File: config.mk
export PLATFORM = sky130hd
export DESIGN_NAME = ogpm_ctrl
export DESIGN_NICKNAME = d
export VERILOG_FILES = /design/src/sv/ogpm_pkg.sv /design/src/sv/ogpm_ctrl.sv
export SDC_FILE = /design/constraint.sdc
export NUM_CORES = 1
export LEC_CHECK = 0
export BUFFER_PORTS_ARGS = -buffer_cell sky130_fd_sc_hd__buf_2
export CAP_MARGIN = 5
export CORE_AREA = 2 2 39 41
export CTS_CLUSTER_SIZE = 10
export DETAILED_ROUTE_END_ITERATION = 7
export DIE_AREA = 0 0 41 43
export PLACE_DENSITY_LB_ADDON = 0.1
export SLEW_MARGIN = 20
export SYNTH_ARGS = -nofsm -noshare
export SYNTH_HDL_FRONTEND = slang
export SYNTH_SLANG_ARGS = --single-unit
File: constraint.sdc
create_clock -name clk -period 2 [get_ports clk]
set_clock_uncertainty 0.1 [all_clocks]
set_input_delay 0.4 -clock clk [delete_from_list [all_inputs] [get_ports clk]]
set_output_delay 0.4 -clock clk [all_outputs]
set_load 0.005 [all_outputs]
File: src/sv/ogpm_pkg.sv
// shared types and constants for the occupancy grid pose merge block
// no dependencies; used by ogpm_ctrl, ogpm_datapath and the top level
package ogpm_pkg;

    localparam int COORD_W = 8;
    localparam int COST_W  = 8;
    localparam int POSE_W  = 17;
    localparam int TRIG_W  = 16;
    localparam int CFG_W   = 17;
    localparam int CFG_IDX_W = 2;
    localparam int Q_FRAC  = 14;
    localparam int POSE_SHIFT = 6;

    typedef enum logic [1:0] {
        OP_MERGE = 2'd0,
        OP_READ  = 2'd1,
        OP_WRITE = 2'd2,
        OP_SPARE = 2'd3
    } ogpm_op_t;

    localparam logic [CFG_IDX_W-1:0] CFG_POSE_X = 2'd0;
    localparam logic [CFG_IDX_W-1:0] CFG_POSE_Y = 2'd1;
    localparam logic [CFG_IDX_W-1:0] CFG_COS    = 2'd2;
    localparam logic [CFG_IDX_W-1:0] CFG_SIN    = 2'd3;

    localparam logic signed [POSE_W-1:0] POSE_RESET = 17'sd0;
    localparam logic signed [TRIG_W-1:0] COS_RESET  = 16'sd16384;
    localparam logic signed [TRIG_W-1:0] SIN_RESET  = 16'sd0;

    typedef struct packed {
        logic load;
        logic mul;
        logic sum;
        logic addr;
        logic read;
        logic upd;
    } ogpm_cmd_t;

    typedef struct packed {
        logic is_merge;
    } ogpm_stat_t;

endpackage

File: src/sv/ogpm_ctrl.sv
// sequencing state machine of the pose merge block
// uses ogpm_pkg; drives ogpm_datapath through command and status structs
module ogpm_ctrl (
    input  logic                  clk,
    input  logic                  rst_n,
    input  logic                  in_valid,
    output logic                  in_ready,
    output logic                  out_valid,
    input  logic                  out_ready,
    input  ogpm_pkg::ogpm_stat_t  stat,
    output ogpm_pkg::ogpm_cmd_t   cmd
);

    typedef enum logic [5:0] {
        ST_IDLE = 6'b000001,
        ST_MUL  = 6'b000010,
        ST_SUM  = 6'b000100,
        ST_ADDR = 6'b001000,
        ST_READ = 6'b010000,
        ST_UPD  = 6'b100000
    } state_t;

    state_t state_reg;
    state_t state_next;
    logic   out_valid_reg;
    logic   out_valid_next;
    logic   out_free;

    assign out_free = !out_valid_reg || out_ready;

    always_comb
    begin
        state_next = state_reg;
        cmd        = '0;
        in_ready   = 1'b0;
        case (state_reg)
            ST_IDLE:
            begin
                in_ready = 1'b1;
                if (in_valid)
                begin
                    cmd.load   = 1'b1;
                    state_next = ST_MUL;
                end
            end
            ST_MUL:
            begin
                cmd.mul    = 1'b1;
                state_next = stat.is_merge ? ST_SUM : ST_ADDR;
            end
            ST_SUM:
            begin
                cmd.sum    = 1'b1;
                state_next = ST_ADDR;
            end
            ST_ADDR:
            begin
                cmd.addr   = 1'b1;
                state_next = ST_READ;
            end
            ST_READ:
            begin
                cmd.read   = 1'b1;
                state_next = ST_UPD;
            end
            ST_UPD:
            begin
                if (out_free)
                begin
                    cmd.upd    = 1'b1;
                    state_next = ST_IDLE;
                end
            end
            default:
            begin
                state_next = ST_IDLE;
            end
        endcase
    end

    always_comb
    begin
        if (cmd.upd)
            out_valid_next = 1'b1;
        else if (out_ready)
            out_valid_next = 1'b0;
        else
            out_valid_next = out_valid_reg;
    end

    always_ff @(posedge clk or negedge rst_n)
    begin
        if (!rst_n)
        begin
            state_reg     <= ST_IDLE;
            out_valid_reg <= 1'b0;
        end
        else
        begin
            state_reg     <= state_next;
            out_valid_reg <= out_valid_next;
        end
    end

    assign out_valid = out_valid_reg;

    // a result is never loaded over one that is still waiting
    a_upd_free: assert property (@(posedge clk) disable iff (!rst_n)
        cmd.upd |-> (!out_valid_reg || out_ready))
        else $error("result loaded while output register busy");

    // an accepted item always starts at the multiply step
    a_accept_mul: assert property (@(posedge clk) disable iff (!rst_n)
        (in_valid && in_ready) |=> (state_reg == ST_MUL))
        else $error("accepted item did not enter multiply step");

    // a new result appears only after an update step
    a_rose_upd: assert property (@(posedge clk) disable iff (!rst_n)
        $rose(out_valid_reg) |-> $past(cmd.upd))
        else $error("output valid without update");

    // no new item while the current one is still at work
    a_ready_idle: assert property (@(posedge clk) disable iff (!rst_n)
        in_ready |-> !(cmd.mul || cmd.sum || cmd.addr || cmd.read || cmd.upd))
        else $error("input ready while item in flight");

endmodule

==> impl_metrics.ini, run 1 <==
[power]
power.static_leakage_nw = 0.311
power.net_switching_uw = 231
comb_power_share_pct = 57.2
share_seq_of_total_power_pct = 26.0
power.density_mw_per_mm2 = 1220
power.switching_fraction_pct = 30.5
cellInternalPower_uw = 526
share_clk_of_total_power_pct = 16.8
vdd_drop_max_v = 0.000690

[clock_tree]
cts_tree = yes
clock_sink_count = 7
cts_max_path_buffers = 2
clock_tree.htree_level_count = 1
clk_transition_reported_paths_ps = 50
clk_root_buffer_cell = sky130_fd_sc_hd__clkbuf_4
source_to_sink_clock_delay_at_the_later_pin_of_the_worst_skew_pair_ps = 250
tritoncts.num_buffers = 3

[critical_path]
worst_r2r_path_depth = 6
timing.critical_path.to_type = output pin
critPathRequiredTime_ps = 1500
cp_slowest_cell = sky130_fd_sc_hd__or4_4
worstSetupStartpointType = flop
critical-path-max-stage-delay_ps = 520
timing.critical_path.max_delay_family = simple AND/OR/NAND/NOR gates
crit_cells = 4
crit_type = flop to output pin
crit_path_cell_trace = or4_4 -> or3b_4 -> a21oi_2 -> buf_2
worstPathMaxFanout = 2
worst-endpoint-arrival_ps = 1780
critical_path_buffers_and_inverters = 1

[yosys]
yosysTopAreaCellShare_pct = 36.6
synth-warning-count = 0
synth_fp_nets = 47
postSynth.asyncResetShare_pct = 100
yosysSeqAreaShare_pct = 43.0
yosys-top-cells-count = sky130_fd_sc_hd__dfrtp_1 (6), sky130_fd_sc_hd__nor2_1 (5), sky130_fd_sc_hd__inv_1 (4)
synthesis.area_per_instance_um2 = 9.77
synthCells = 42
netlist_area_um2 = 410
ys_seq_elements = 7
synth.distinct_cells = 25
yosys-top-cells-area = sky130_fd_sc_hd__dfrtp_1 (37%), sky130_fd_sc_hd__dfstp_2 (6.4%), sky130_fd_sc_hd__and2_1 (4.6%)
yosys.area.top_type = sky130_fd_sc_hd__dfrtp_1
synth_enable_flop_cells = 0
synth_most_common_cell = sky130_fd_sc_hd__dfrtp_1
ys.flop_type = sky130_fd_sc_hd__dfrtp_1

[timing]
timing.fmax_mhz = 438
max_slew_margin_pct = 83.4
setup_viol_count_final = 2
timing.final.ws_setup_ps = -282
period_needed_ps = 2280
finalMaxSlewViolations = 0
worstMarginPinSlew_ps = 246
report.final.hold_viol_count = 0
fin_crit_sh_pct = 114
rsz0062_at_grt = true
worst_hold_slack_ps = 276

[drt]
route.detailed.wl_per_inst_um = 12.0
via_count = 393
routed_wl_um = 982
antenna_violating_nets_post_route = 0
viasPerCell = 4.79
remaining_drc_errors = 0
drt_pre_antenna_iters = 2
dr.first_iter.drc_count = 3

[floorplanning]
floorplan.die_area_mm2 = 0.00176
core_area_mm2 = 0.00138
fp.dieH_um = 43
io_pins = 13
width_of_the_die_um = 41
rows = 14
initial_cell_density_of_the_core_pct = 29.7

[placement]
gp_routability_congestion = 0.753
dpl-instance-area_um2 = 517
hpwl_um = 766
placed_cells_incl_taps = 73
place.port_buffers = 12

[cells_and_area]
fill_cells = 143
num_antenna_cells = 0
finish.cell_count_without_fillers = 82
proportion_of_layout_cells_with_a_drive_suffix_above_1_pct = 54.5
design.final.nets = 72
largest_register_ffs = 6
area_growth_pct = 51.5
finish.instance_area_um2 = 622

[global_routing]
grt_pass1_wl_mm = 1.66
largest_net_degree_at_the_start_of_global_routing = 8
gr-total-overflow = 0
first_global_vias = 372
grt_antenna_before_repair = 0
all_layer_gr_usage_pct = 14.5

[job]
max_cap_violations = 0

[worst_hold_path]
min-delay-path-class = input port to flop
min_delay_path_depth = 2

[status]
run_status = complete, but fails checks
violations = setup timing
## area by class of cell
| type | count | area, µm² | share of cell area [%] |
|---|---|---|---|
| multi-input combinational | 29 | 229 | 36.8 |
| clock buffer | 4 | 26.3 | 4.23 |
| timing repair buffer | 22 | 155 | 24.9 |
| sequential | 7 | 176 | 28.4 |
| inverter | 4 | 15.0 | 2.41 |
| tap | 16 | 20.0 | 3.22 |
## routing by layer
layer	vias to the layer above	part of all wire (%)	global-route usage (%)	wire [µm]
met5	-	0	0	0
met4	0	0.41	8.00	4
met2	9	49	19.4	483
met1	183	45	19.7	446
li1	199	-	-	-
met3	2	4.9	4.71	48
## worst register-to-register path, cell delays in order, from the launching register on
cell                      delay, ps
sky130_fd_sc_hd__dfrtp_1        390
sky130_fd_sc_hd__or4_4          520
sky130_fd_sc_hd__buf_4          150
sky130_fd_sc_hd__buf_6          100
sky130_fd_sc_hd__buf_6          100
sky130_fd_sc_hd__a21oi_1        170
sky130_fd_sc_hd__a21oi_1         60
## power by group through the flow
| stage | clock, mW | combinational [mW] | sequential (mW) |
|---|---|---|---|
| 6_report | 0.127 | 0.433 | 0.197 |
| 3_3_place_gp | 0 | 0.292 | 0.194 |
| 5_1_grt | 0.146 | 0.474 | 0.200 |
| 2_1_floorplan | 0 | 0.167 | 0.206 |
| 4_1_cts | 0.133 | 0.329 | 0.195 |
| 3_5_place_dp | 0 | 0.299 | 0.197 |
## worst paths after layout
check / from / to / slack, ps
worst max-delay path: state_reg[1]$_DFFE_PN0P_ / cmd[0] / -280
worst min-delay path: stat / state_reg[2]$_DFFE_PN0P_ / 280
worst max register to register: state_reg[1]$_DFFE_PN0P_ / state_reg[0]$_DFFE_PN1P_ / 330
worst min register to register: out_valid$_DFFE_PN0P_ / out_valid$_DFFE_PN0P_ / 500
max in group asynchronous: rst_n / state_reg[0]$_DFFE_PN1P_ / 1160
min in group asynchronous: rst_n / state_reg[2]$_DFFE_PN0P_ / 410
## layout by cell type, fill, tap and decap left out, drive strengths merged
| cell type | count |
|---|---|
| buf | 21 |
| dfrtp | 6 |
| nor2 | 5 |
| inv | 4 |
| clkbuf | 4 |
| and2 | 3 |
| a21oi | 3 |
| and4 | 2 |
| nor4b | 2 |
| or4 | 1 |
| nand2b | 1 |
| or2 | 1 |
| and4b | 1 |
| and2b | 1 |
| and3 | 1 |
| or3b | 1 |
| mux2i | 1 |
| nor4 | 1 |
| or4bb | 1 |
| xor2 | 1 |
| a221o | 1 |
| a31oi | 1 |
| o21ai | 1 |
| dlygate4sd3 | 1 |
| dfstp | 1 |
## through the flow
stage | TNS, ps | setup WS (ps) | utilization [%] | power, mW
2_1_floorplan | -31.1 | -31.1 | - | 0.373
3_3_place_gp | 0 | 16.3 | 37.3 | 0.486
3_5_place_dp | -28.2 | -28.2 | 37.3 | 0.496
4_1_cts | -436 | -291 | 41.0 | 0.656
5_1_grt | -583 | -335 | 44.9 | 0.820
6_report | -466 | -282 | 44.9 | 0.757
## cell families (layout without fill, tap and decap cells)
kind of cell / count (synthesis) / after routing / share of synthesized area [%]
buffers and inverters: 6 / 30 / 6.40
flip-flops: 7 / 7 / 43.0
AND/OR/NAND/NOR: 21 / 21 / 36.3
multiplexers: 1 / 1 / 2.44
XOR/XNOR: 1 / 1 / 2.13
AO/OA/AOI/OAI: 6 / 6 / 9.76
## what timing repair did
action	CTS	global route
pin swaps	0	3
setup buffers	1	4
hold endpoints to repair	6	0
gates cloned	0	0
endpoints found under the setup margin	2	4
hold buffers	1	0
gates resized for setup	2	9
Power figures use the tool's default switching activity.
==> run 2: changes to the inputs <==
Settings changed: CELL_PAD_IN_SITES_DETAIL_PLACEMENT from default to 1, CELL_PAD_IN_SITES_GLOBAL_PLACEMENT from default to 1.
Clock period 2 ns to 2.75 ns, I/O delays scaled along.
==> run 2 against run 1 <==
Cell area fell by 19%. Critical path type unchanged. Die area did not move. The run now ends clean. Critical path depth did not move. Non-clock buffer count fell by 10. Hold slack got worse by 250 ps. Largest power group unchanged. Total power fell by 44%.
==> impl_metrics.ini, run 2 (synthesis results as in run 1) <==
[drt]
antenna_violating_nets_post_route = 0
remaining_drc_errors = 0
route.detailed.wl_per_inst_um = 15.3
routed-wl-met2_um = 566
detailroute.wirelength.met3_um = 58
via_count = 369
dr.first_iter.drc_count = 3
viasPerCell = 5.13
met1_length_um = 477
top_layer_used = met3
drt_pre_antenna_iters = 4
routed_wl_mm = 1.10

[cells_and_area]
layout_commonest_cell = sky130_fd_sc_hd__buf_2
num_antenna_cells = 0
largest_register_ffs = 6
design.final.nets = 62
area_growth_pct = 23.2
finish.cell_count_without_fillers = 72
proportion_of_layout_cells_with_a_drive_suffix_above_1_pct = 37.5
mostFrequentLayoutCells = sky130_fd_sc_hd__buf_2 (12), sky130_fd_sc_hd__dfrtp_1 (6), sky130_fd_sc_hd__nor2_1 (5)

[floorplanning]
floorplan.die_area_mm2 = 0.00176
io_pins = 13
core_area_mm2 = 0.00138
rows = 14
initial_cell_density_of_the_core_pct = 29.7
width_of_the_die_um = 41
fp.dieH_um = 43

[critical_path]
crit_path_cell_trace = or4_4 -> or3b_1 -> a21oi_2 -> buf_2
worstSetupStartpointType = flop
critical_path_buffers_and_inverters = 1
timing.critical_path.to_type = output pin
cp_slowest_cell = sky130_fd_sc_hd__or4_4
crit_type = flop to output pin
worst-endpoint-arrival_ps = 1860
critPathRequiredTime_ps = 2100
worstPathMaxFanout = 6
timing.critical_path.max_delay_family = simple AND/OR/NAND/NOR gates
critical-path-max-stage-delay_ps = 570

[global_routing]
first_global_vias = 369
grt_antenna_before_repair = 0
all_layer_gr_usage_pct = 15.4
grt_pass1_wl_mm = 1.77
largest_net_degree_at_the_start_of_global_routing = 9
gr-total-overflow = 0

[clock_tree]
source_to_sink_clock_delay_at_the_later_pin_of_the_worst_skew_pair_ps = 250
clk_transition_reported_paths_ps = 60
post_cts_resize_count = 0
tritoncts.num_buffers = 3
clk_root_buffer_cell = sky130_fd_sc_hd__clkbuf_4
cts_max_path_buffers = 2
holdBufCountCts = 0
post-cts-setup-buffer-count = 0
clock_tree.htree_level_count = 1
cts_tree = yes
clock_sink_count = 7

[placement]
hpwl_um = 835
placed_cells_incl_taps = 68
dpl_worst_slack_ps = 506
gp_routability_congestion = 0.789
place.port_buffers = 12

[timing]
finalMaxSlewViolations = 0
setup_viol_count_final = 0
timing.final.ws_setup_ps = 235
max_slew_margin_pct = 82.1
worstMarginPinSlew_ps = 266
period_needed_ps = 2510
timing.fmax_mhz = 398
setup_tns_ps = 0
report.final.hold_viol_count = 0
fin_crit_sh_pct = 91.4
rsz0062_at_grt = false

[power]
power.density_mw_per_mm2 = 844
power.static_leakage_nw = 0.252
vdd_drop_max_v = 0.000334

[worst_hold_path]
min-delay-path-class = input port to async pin

[status]
run_status = finished clean

[job]
max_cap_violations = 0
run 2: changes by cell type in the layout (fill, tap and decap cells not counted), sizes merged:
| cell | before | now |
|---|---|---|
| buf | 21 | 12 |
| dlygate4sd3 | 1 | 0 |
run 2: worst reg2reg max path, cell delays in order (launching register included):
cell and delay [ps]:
sky130_fd_sc_hd__dfrtp_1 430, sky130_fd_sc_hd__or4_4 570, sky130_fd_sc_hd__or3b_1 390, sky130_fd_sc_hd__o21ai_0 90
run 2: stage by stage:
step | cell area, µm² | power (mW) | utilization, % | hold WS, ps
after detailed placement | 479 | 0.328 | 34.6 | 302
after global routing | 505 | 0.460 | 36.5 | 19.2
final | 505 | 0.427 | 36.5 | 29.4
after global placement | 479 | 0.321 | 34.6 | 297
after CTS | 505 | 0.431 | 36.5 | 25.5
after floorplan | 410 | 0.271 | - | 154
run 2: metal layers:
metal  GRT usage (%)  vias to the layer above
met1            18.2                      178
li1                -                      176
met2            23.8                       15
met3            4.71                        0
met5               0                        -
met4            8.00                        0
run 2: layout make-up:
class	instances	area, µm²
inverter	4	15.0
clock buffer	4	26.3
fill	180	878
timing repair buffer	12	60.1
sequential	7	176
multi-input combinational	29	208
tap	16	20.0
run 2: report_power, final:
part	switching (mW)	internal, mW	total, mW
clock network	0.0414	0.0556	0.0970
logic	0.0776	0.0896	0.167
registers	0.0334	0.129	0.163
run 2: final timing paths:
check / endpoint / cells past startpoint / slack [ps] / start
hold / removal: out_valid$_DFFE_PN0P_ / 1 / 30 / rst_n
setup reg to reg: out_valid$_DFFE_PN0P_ / 3 / 1080 / state_reg[1]$_DFFE_PN0P_
setup / recovery: cmd[0] / 4 / 240 / state_reg[1]$_DFFE_PN0P_
hold reg to reg: out_valid$_DFFE_PN0P_ / 2 / 490 / out_valid$_DFFE_PN0P_
min in group clk: state_reg[2]$_DFFE_PN0P_ / 2 / 430 / stat
max in group asynchronous: state_reg[0]$_DFFE_PN1P_ / 1 / 2280 / rst_n
